**src/rtl/core/povsc_pkg.sv**
```systemverilog
`timescale 1ns / 1ps
// ----------------------------------------------------------------------------
// povsc_pkg
// Shared widths, register codes, reset values and types of the rotating
// display slice controller.
// ----------------------------------------------------------------------------
package povsc_pkg;

   // field widths
   localparam int TIME_W     = 32;
   localparam int LEVEL_W    = 12;
   localparam int SLICE_W    = 6;
   localparam int PIXEL_W    = 7;
   localparam int COLOR_W    = 24;
   localparam int PAIR_W     = 6;
   localparam int CSR_IDX_W  = 2;
   localparam int CSR_DATA_W = 12;

   // item kinds
   localparam logic ACT_TICK  = 1'b0;
   localparam logic ACT_WRITE = 1'b1;

   // register indexes
   localparam logic [CSR_IDX_W-1:0] CSR_THRESHOLD  = 2'd0;
   localparam logic [CSR_IDX_W-1:0] CSR_VERT_OFS   = 2'd1;
   localparam logic [CSR_IDX_W-1:0] CSR_HORIZ_OFS  = 2'd2;

   // register reset values
   localparam logic [LEVEL_W-1:0] THRESHOLD_RST = 12'd2000;
   localparam logic [SLICE_W-1:0] VERT_OFS_RST  = 6'd45;
   localparam logic [SLICE_W-1:0] HORIZ_OFS_RST = 6'd15;

   // sequencer states
   typedef enum logic [2:0] {
      ST_CLEAR,
      ST_IDLE,
      ST_READ,
      ST_DIV_WAIT,
      ST_SCALE,
      ST_STEP
   } state_type;

   // frame store write request
   typedef struct packed {
      logic               we_even;
      logic               we_odd;
      logic [COLOR_W-1:0] data;
   } mem_wr_type;

endpackage

```
**src/rtl/core/povsc_divider.sv**
```systemverilog
`timescale 1ns / 1ps
// ----------------------------------------------------------------------------
// povsc_divider
// Division of a time value by a fixed slice count through a reciprocal
// multiply and one correction step; done is registered with the quotient.
// ----------------------------------------------------------------------------
module povsc_divider #(
   parameter int DIVISOR = 60
) (
   input  logic                          clock,
   input  logic                          reset,
   input  logic                          start,
   input  logic [povsc_pkg::TIME_W-1:0]  dividend,
   output logic                          done,
   output logic [povsc_pkg::TIME_W-1:0]  quotient
);

   localparam int TW    = povsc_pkg::TIME_W;
   // reciprocal scaled so it fits in TW bits; the estimate is at most one low
   localparam int SHIFT = TW - 1 + $clog2(DIVISOR);
   localparam logic [TW-1:0] RECIP = TW'((64'd1 << SHIFT) / 64'(DIVISOR));

   logic              mul_ff, mul_in;
   logic              fix_ff, fix_in;
   logic              done_ff, done_in;
   logic [TW-1:0]     num_ff, num_in;
   logic [2*TW-1:0]   prod_ff, prod_in;
   logic [TW-1:0]     quo_ff, quo_in;
   logic [TW-1:0]     est;
   logic [TW-1:0]     rem;

   // quotient estimate and what is left over after it
   assign est = TW'(prod_ff >> SHIFT);
   assign rem = num_ff - TW'(est * TW'(DIVISOR));

   always_comb begin
      mul_in  = 1'b0;
      fix_in  = 1'b0;
      done_in = done_ff;
      num_in  = num_ff;
      prod_in = prod_ff;
      quo_in  = quo_ff;
      if (start) begin
         num_in  = dividend;
         mul_in  = 1'b1;
         done_in = 1'b0;
      end else begin
         if (mul_ff) begin
            prod_in = (2*TW)'(num_ff) * (2*TW)'(RECIP);
            fix_in  = 1'b1;
         end
         if (fix_ff) begin
            quo_in  = (rem >= TW'(DIVISOR)) ? (est + 1'b1) : est;
            done_in = 1'b1;
         end
      end
   end

   always_ff @(posedge clock) begin
      if (reset) begin
         mul_ff  <= 1'b0;
         fix_ff  <= 1'b0;
         done_ff <= 1'b0;
      end else begin
         mul_ff  <= mul_in;
         fix_ff  <= fix_in;
         done_ff <= done_in;
      end
   end

   always_ff @(posedge clock) begin
      num_ff  <= num_in;
      prod_ff <= prod_in;
      quo_ff  <= quo_in;
   end

   assign done     = done_ff;
   assign quotient = quo_ff;

endmodule

```
**config.mk**
```make
export PLATFORM = sky130hd
export DESIGN_NAME = povsc_divider
export DESIGN_NICKNAME = d
export VERILOG_FILES = /design/src/rtl/core/povsc_pkg.sv /design/src/rtl/core/povsc_divider.sv
export SDC_FILE = /design/constraint.sdc
export NUM_CORES = 1
export LEC_CHECK = 0
export ABC_AREA = 1
export BUFFER_PORTS_ARGS = -buffer_cell sky130_fd_sc_hd__buf_4
export CAP_MARGIN = 0
export CELL_PAD_IN_SITES_DETAIL_PLACEMENT = 0
export CELL_PAD_IN_SITES_GLOBAL_PLACEMENT = 1
export CORE_MARGIN = 10
export CORE_UTILIZATION = 35
export CTS_CLUSTER_SIZE = 30
export DETAILED_ROUTE_END_ITERATION = 10
export PLACE_DENSITY = 0.71
export SYNTH_ARGS = -nofsm -noshare
export SYNTH_HDL_FRONTEND = slang
export SYNTH_SLANG_ARGS = --single-unit
```
**constraint.sdc**
```tcl
create_clock -name clock -period 14.4 [get_ports clock]
set_input_delay 0.72 -clock clock [delete_from_list [all_inputs] [get_ports clock]]
set_output_delay 0.72 -clock clock [all_outputs]
set_load 0.005 [all_outputs]
```
# ---- Word-level counts from Yosys, hierarchy flattened
# Cells that the tools add are included.
# Widths: inputs -> output; s select.
dict set report word_totals {
  register_bits 124
  input_bits 35
  out_inout_bits 33
  elab_cells 19
}
dict set report classes {
  add_sub_neg 2
  mul 2
  magnitude_cmp 1
  muxes 3
  n_bitwise 1
  reduce_logical 3
}
# operator count
set ops {}
lappend ops {{$mul 32x29->61 const B} 1}
lappend ops {{$ge 32x6->1 const B} 1}
lappend ops {{$sub 32x32->32} 1}
lappend ops {{$mul 27x4->30 const B} 1}
lappend ops {{$add 27x1->28 const B} 1}
lappend ops {{$mux 27} 1}
lappend ops {{$reduce_and 2->1} 2}
lappend ops {{$mux 1} 2}
lappend ops {{$reduce_or 2->1} 1}
lappend ops {{$not 1->1} 1}

# ---- Logic depth before layout (Yosys ltp)
dict set report depth {
  word_depth 4
  ltp_mapped 31
  mapped_depth_nobuf 30
}

# ---- Least setup slack after synthesis
# Ideal clock, no wire load.
dict set report synth_timing {
  path_type {reg-to-reg}
  from {reg num_ff[3]}
  to {reg prod_ff[57] (data pin)}
  setup_time_ns 0.252
  arrival_time_ns 5.477
  required_time_ns 14.148
  path_slack_ns 8.671
  path_stages_with_launch 23
  path_buffers 0
  period_less_slack_ns 5.729
  cell_sequence {edfxtp_1 -> ha_1 -> inv_1 -> fa_1 -> inv_1 -> fa_1 -> fa_1 -> fa_1 -> fa_1 -> fa_1 -> ha_1 -> nand2_1 -> nor2_1 -> inv_1 -> nor2_1 -> and3_1 -> nand3_1 -> nand3_1 -> a21oi_1 -> o21ai_0 -> nand2_1 -> nand3_1 -> nand2_1}
}
dict set report synth_between {
  elab_chain_cells 1
}
# element line_no
set synth_lines {}
lappend synth_lines {{from (decl)} povsc_divider.sv:26} ;# logic [TW-1:0] num_ff, num_in;
lappend synth_lines {{from (signal assigned)} povsc_divider.sv:72} ;# num_ff <= num_in;
lappend synth_lines {{$mul 32x29->61} povsc_divider.sv:49} ;# prod_in = (2*TW)'(num_ff) * (2*TW)'(RECIP);
lappend synth_lines {{to (signal assigned)} povsc_divider.sv:73} ;# prod_ff <= prod_in;
lappend synth_lines {{to (decl)} povsc_divider.sv:27} ;# logic [2*TW-1:0] prod_ff, prod_in;
# No other way between the ends.
# A chain may end at the register's enable or synchronous reset.

# ---- Worst setup path after layout
dict set report layout_timing {
  from {reg prod_ff[37]}
  to {reg quo_ff[8], in the netlist quotient[8] (data pin)}
}
dict set report layout_between {
  elab_chain_cells 4
  word_cells_on_any_way 5
  classes_between {2 x add/sub; 1 x mul; 1 x order compare; 1 x mux}
}
# element line_no
set layout_lines {}
lappend layout_lines {{$mul 27x4->30} povsc_divider.sv:34} ;# assign rem = num_ff - TW'(est * TW'(DIVISOR));
lappend layout_lines {{$sub 32x32->32} povsc_divider.sv:34}
lappend layout_lines {{$ge 32x6->1} povsc_divider.sv:53} ;# quo_in = (rem >= TW'(DIVISOR)) ? (est + 1'b1) : est;
lappend layout_lines {{$mux 27 *} povsc_divider.sv:53}
lappend layout_lines {{to (signal assigned)} povsc_divider.sv:74} ;# quo_ff <= quo_in;
lappend layout_lines {{to (decl)} povsc_divider.sv:28} ;# logic [TW-1:0] quo_ff, quo_in;
# Every way passes the cells marked *; elsewhere a longest branch is shown, timed or not.

==> key figures <==
Run status
  – Status: complete, no violations

Place
  – Port bufs: 63
  – Detailed Place HPWL: 46.9 mm
  – Final Wtd Congestion: 0.935

Critical path
  – Crit. End Element: flip-flop
  – Crit path arrival time: 7010 ps
  – Data required, critical path: 14540 ps
  – Critical path launch point type: flip-flop
  – CP Max Fanout: 28
  – Setup Crit Path Kind: reg2reg

Global routing
  – Number of global-route vias before repair: 15200
  – Tot GR Track Use: 18.1%
  – Initial antenna violation count: 0
  – First-pass GRT wire length: 84.3 mm
  – Grt total ovfl: 0
  – Largest net degree at the start of global routing: 37

Routing
  – DR pass1 iterations: 7
  – Final WL: 53.2 mm
  – Vias per cell: 5.02
  – DRC viols: 0
  – Initial drt markers: 949
  – Total number of vias: 14300
  – DRT antenna net count: 0
  – Avg WL per Cell: 18.7 um

Timing
  – Endpoints failing setup: 0
  – Setup_tns: 0 ps
  – Peak Freq: 146 MHz
  – Fin Clk Skew: 12.8 ps
  – Final period util: 47.7%
  – Number of max-slew violations in the final report: 0
  – Final min period: 6870 ps
  – Slew @ Worst Pin: 892 ps
  – Final Hold Fails: 0
  – Slew margin rel.: 39.0%
  – RSZ-0062 raised after global routing: false

Clock tree
  – Root Driver: clkbuf_16
  – Cts repair resizes: 0
  – CTS Buf Count: 9
  – Htree depth: 3
  – Post-CTS Setup Bufs: 0
  – Max Root-Sink Buffers: 2
  – Clk slew on worst S/H paths: 80 ps
  – Clk sink count: 90
  – CTS Hold Bufs: 0
  – Clk_lat worst skew: 380 ps
  – TritonCTS clock tree: done

Yosys
  – Synth top cells by count: inv_1 (416), nand2_1 (364), ha_1 (319)
  – Mapped Area: 17600 um2
  – Yosys top cell area share: 22.7%
  – YS warnings: 0
  – Post-Synthesis Cells: 2109
  – Top post-synthesis cells by area: ha_1 (23%), fa_1 (22%), edfxtp_1 (15%)
  – Yosys cell types: 49
  – Syn avg cell area: 8.35 um2
  – Async SR Flop Fraction: 0%
  – Cell with the most instances after synthesis: inv_1
  – Synth area leader: ha_1
  – Seq/Total Area, Yosys: 15.2%
  – Register bit total from synthesis: 90
  – EDFF count, synth: 87
  – Most used DFF post-synth: edfxtp_1

Layout
  – Area delta synth->final: 8.88%
  – Fill count: 5182
  – # diodes: 0
  – Layout Nets: 2724
  – Layout cells sized above 1: 4.95%

Floorplanning
  – I/O pin count: 68
  – Row count: 82
  – Die W: 244 um
  – DIE AREA: 59700 um2
  – Chip Height: 244 um
  – Core Region: 50000 um2
  – Starting Density: 35.2%

Run
  – Max-cap violations: 0

Hold path
  – Hold Path Class: reg2reg
[final cells by class]
type / instances / area, um2 / share of cell area (%)
clock buffer: 9 / 225 / 1.17
clock inverter: 7 / 81.3 / 0.424
inverter: 421 / 1580 / 8.24
multi-input combinational: 1589 / 13300 / 69.3
sequential: 90 / 2670 / 13.9
tap: 672 / 841 / 4.39
timing repair buffer: 65 / 488 / 2.55
[per-layer routing]
layer	wire, um	part of all wire, %	global-route usage [%]	vias up
li1	-	-	-	6999
met1	24100	45	23.4	7038
met2	26300	49	31.9	234
met3	1740	3.3	1.78	51
met4	1070	2.0	4.73	0
met5	0	0	0	-
[sequential cells by signal, indices dropped and copies added, names as in the netlist]
signal,cells
mul_ff,1
quotient,28
fix_ff,1
done,1
num_ff,32
prod_ff,27
[through the flow]
| step | utilization [%] | cells | hold WS (ps) | worst slack [ps] | area [um2] |
|---|---|---|---|---|---|
| after CTS | 38.4 | 2853 | 473 | 7520 | 19200 |
| final | 38.4 | 2853 | 462 | 7530 | 19200 |
| after floorplan | - | 2112 | 415 | 8670 | 17600 |
| after detailed placement | 37.7 | 2837 | 463 | 7550 | 18900 |
| after global routing | 38.4 | 2853 | 481 | 6980 | 19200 |
| after global placement | 37.7 | 2837 | 444 | 7620 | 18900 |
[worst max-delay path: stages (launching register included)]
cell and delay [ps]:
edfxtp_1 600, fa_1 590, fa_1 570, inv_1 70, fa_1 400, inv_1 70, nand3_1 60, nand2_1 110
a21oi_1 120, o21bai_1 270, a21boi_0 190, o21ai_0 380, nand2_1 100, nand2_1 100, xnor2_1 90, ha_1 410
nand2_1 160, nor2_1 180, inv_1 100, nor2_1 160, nand4_1 120, nand3b_1 140, xnor2_1 160, nand4_1 160
nor2_4 610, nand3_4 420, nand2_1 170, nand2_1 60
[placed cells by master, fill, tap and decap left out, types with 19 or more instances in the layout]
cell | Yosys | routed
edfxtp_1 | 87 | 87
nand2_1 | 364 | 364
xor2_1 | 58 | 58
buf_4 | 6 | 65
fa_1 | 194 | 194
nor2_1 | 169 | 167
a21oi_1 | 127 | 127
nand4_1 | 49 | 49
inv_1 | 416 | 416
a21o_1 | 19 | 19
nor3_1 | 21 | 21
xnor2_1 | 24 | 24
ha_1 | 319 | 319
nand3_1 | 73 | 73
o21ai_0 | 61 | 61
[path summary, 6_finish.rpt]
check / slack, ps / endpoint / cells after the start / start
max: 7530 / quotient[8] / 27 / prod_ff[37]
min: 460 / fix_ff / 2 / mul_ff
max reg2reg: 7530 / quotient[8] / 27 / prod_ff[37]
min reg2reg: 460 / fix_ff / 2 / mul_ff
[cell families (layout without fill, tap and decap cells)]
| logic type | count (synthesis) | count (layout) | share of synthesized area, % |
|---|---|---|---|
| and+or+nand+nor | 715 | 715 | 17.6 |
| buffers and inverters | 433 | 502 | 9.47 |
| AOI/OAI and AO/OA | 275 | 275 | 8.94 |
| xor gates and xnor gates | 82 | 82 | 4.08 |
| other | 1 | 4 | 0.0213 |
| DFF | 90 | 90 | 15.2 |
| adders and majority gates | 513 | 513 | 44.7 |
Power is not shown: default switching activity piles up to over one toggle a cycle in this logic, so the estimate is an artifact.
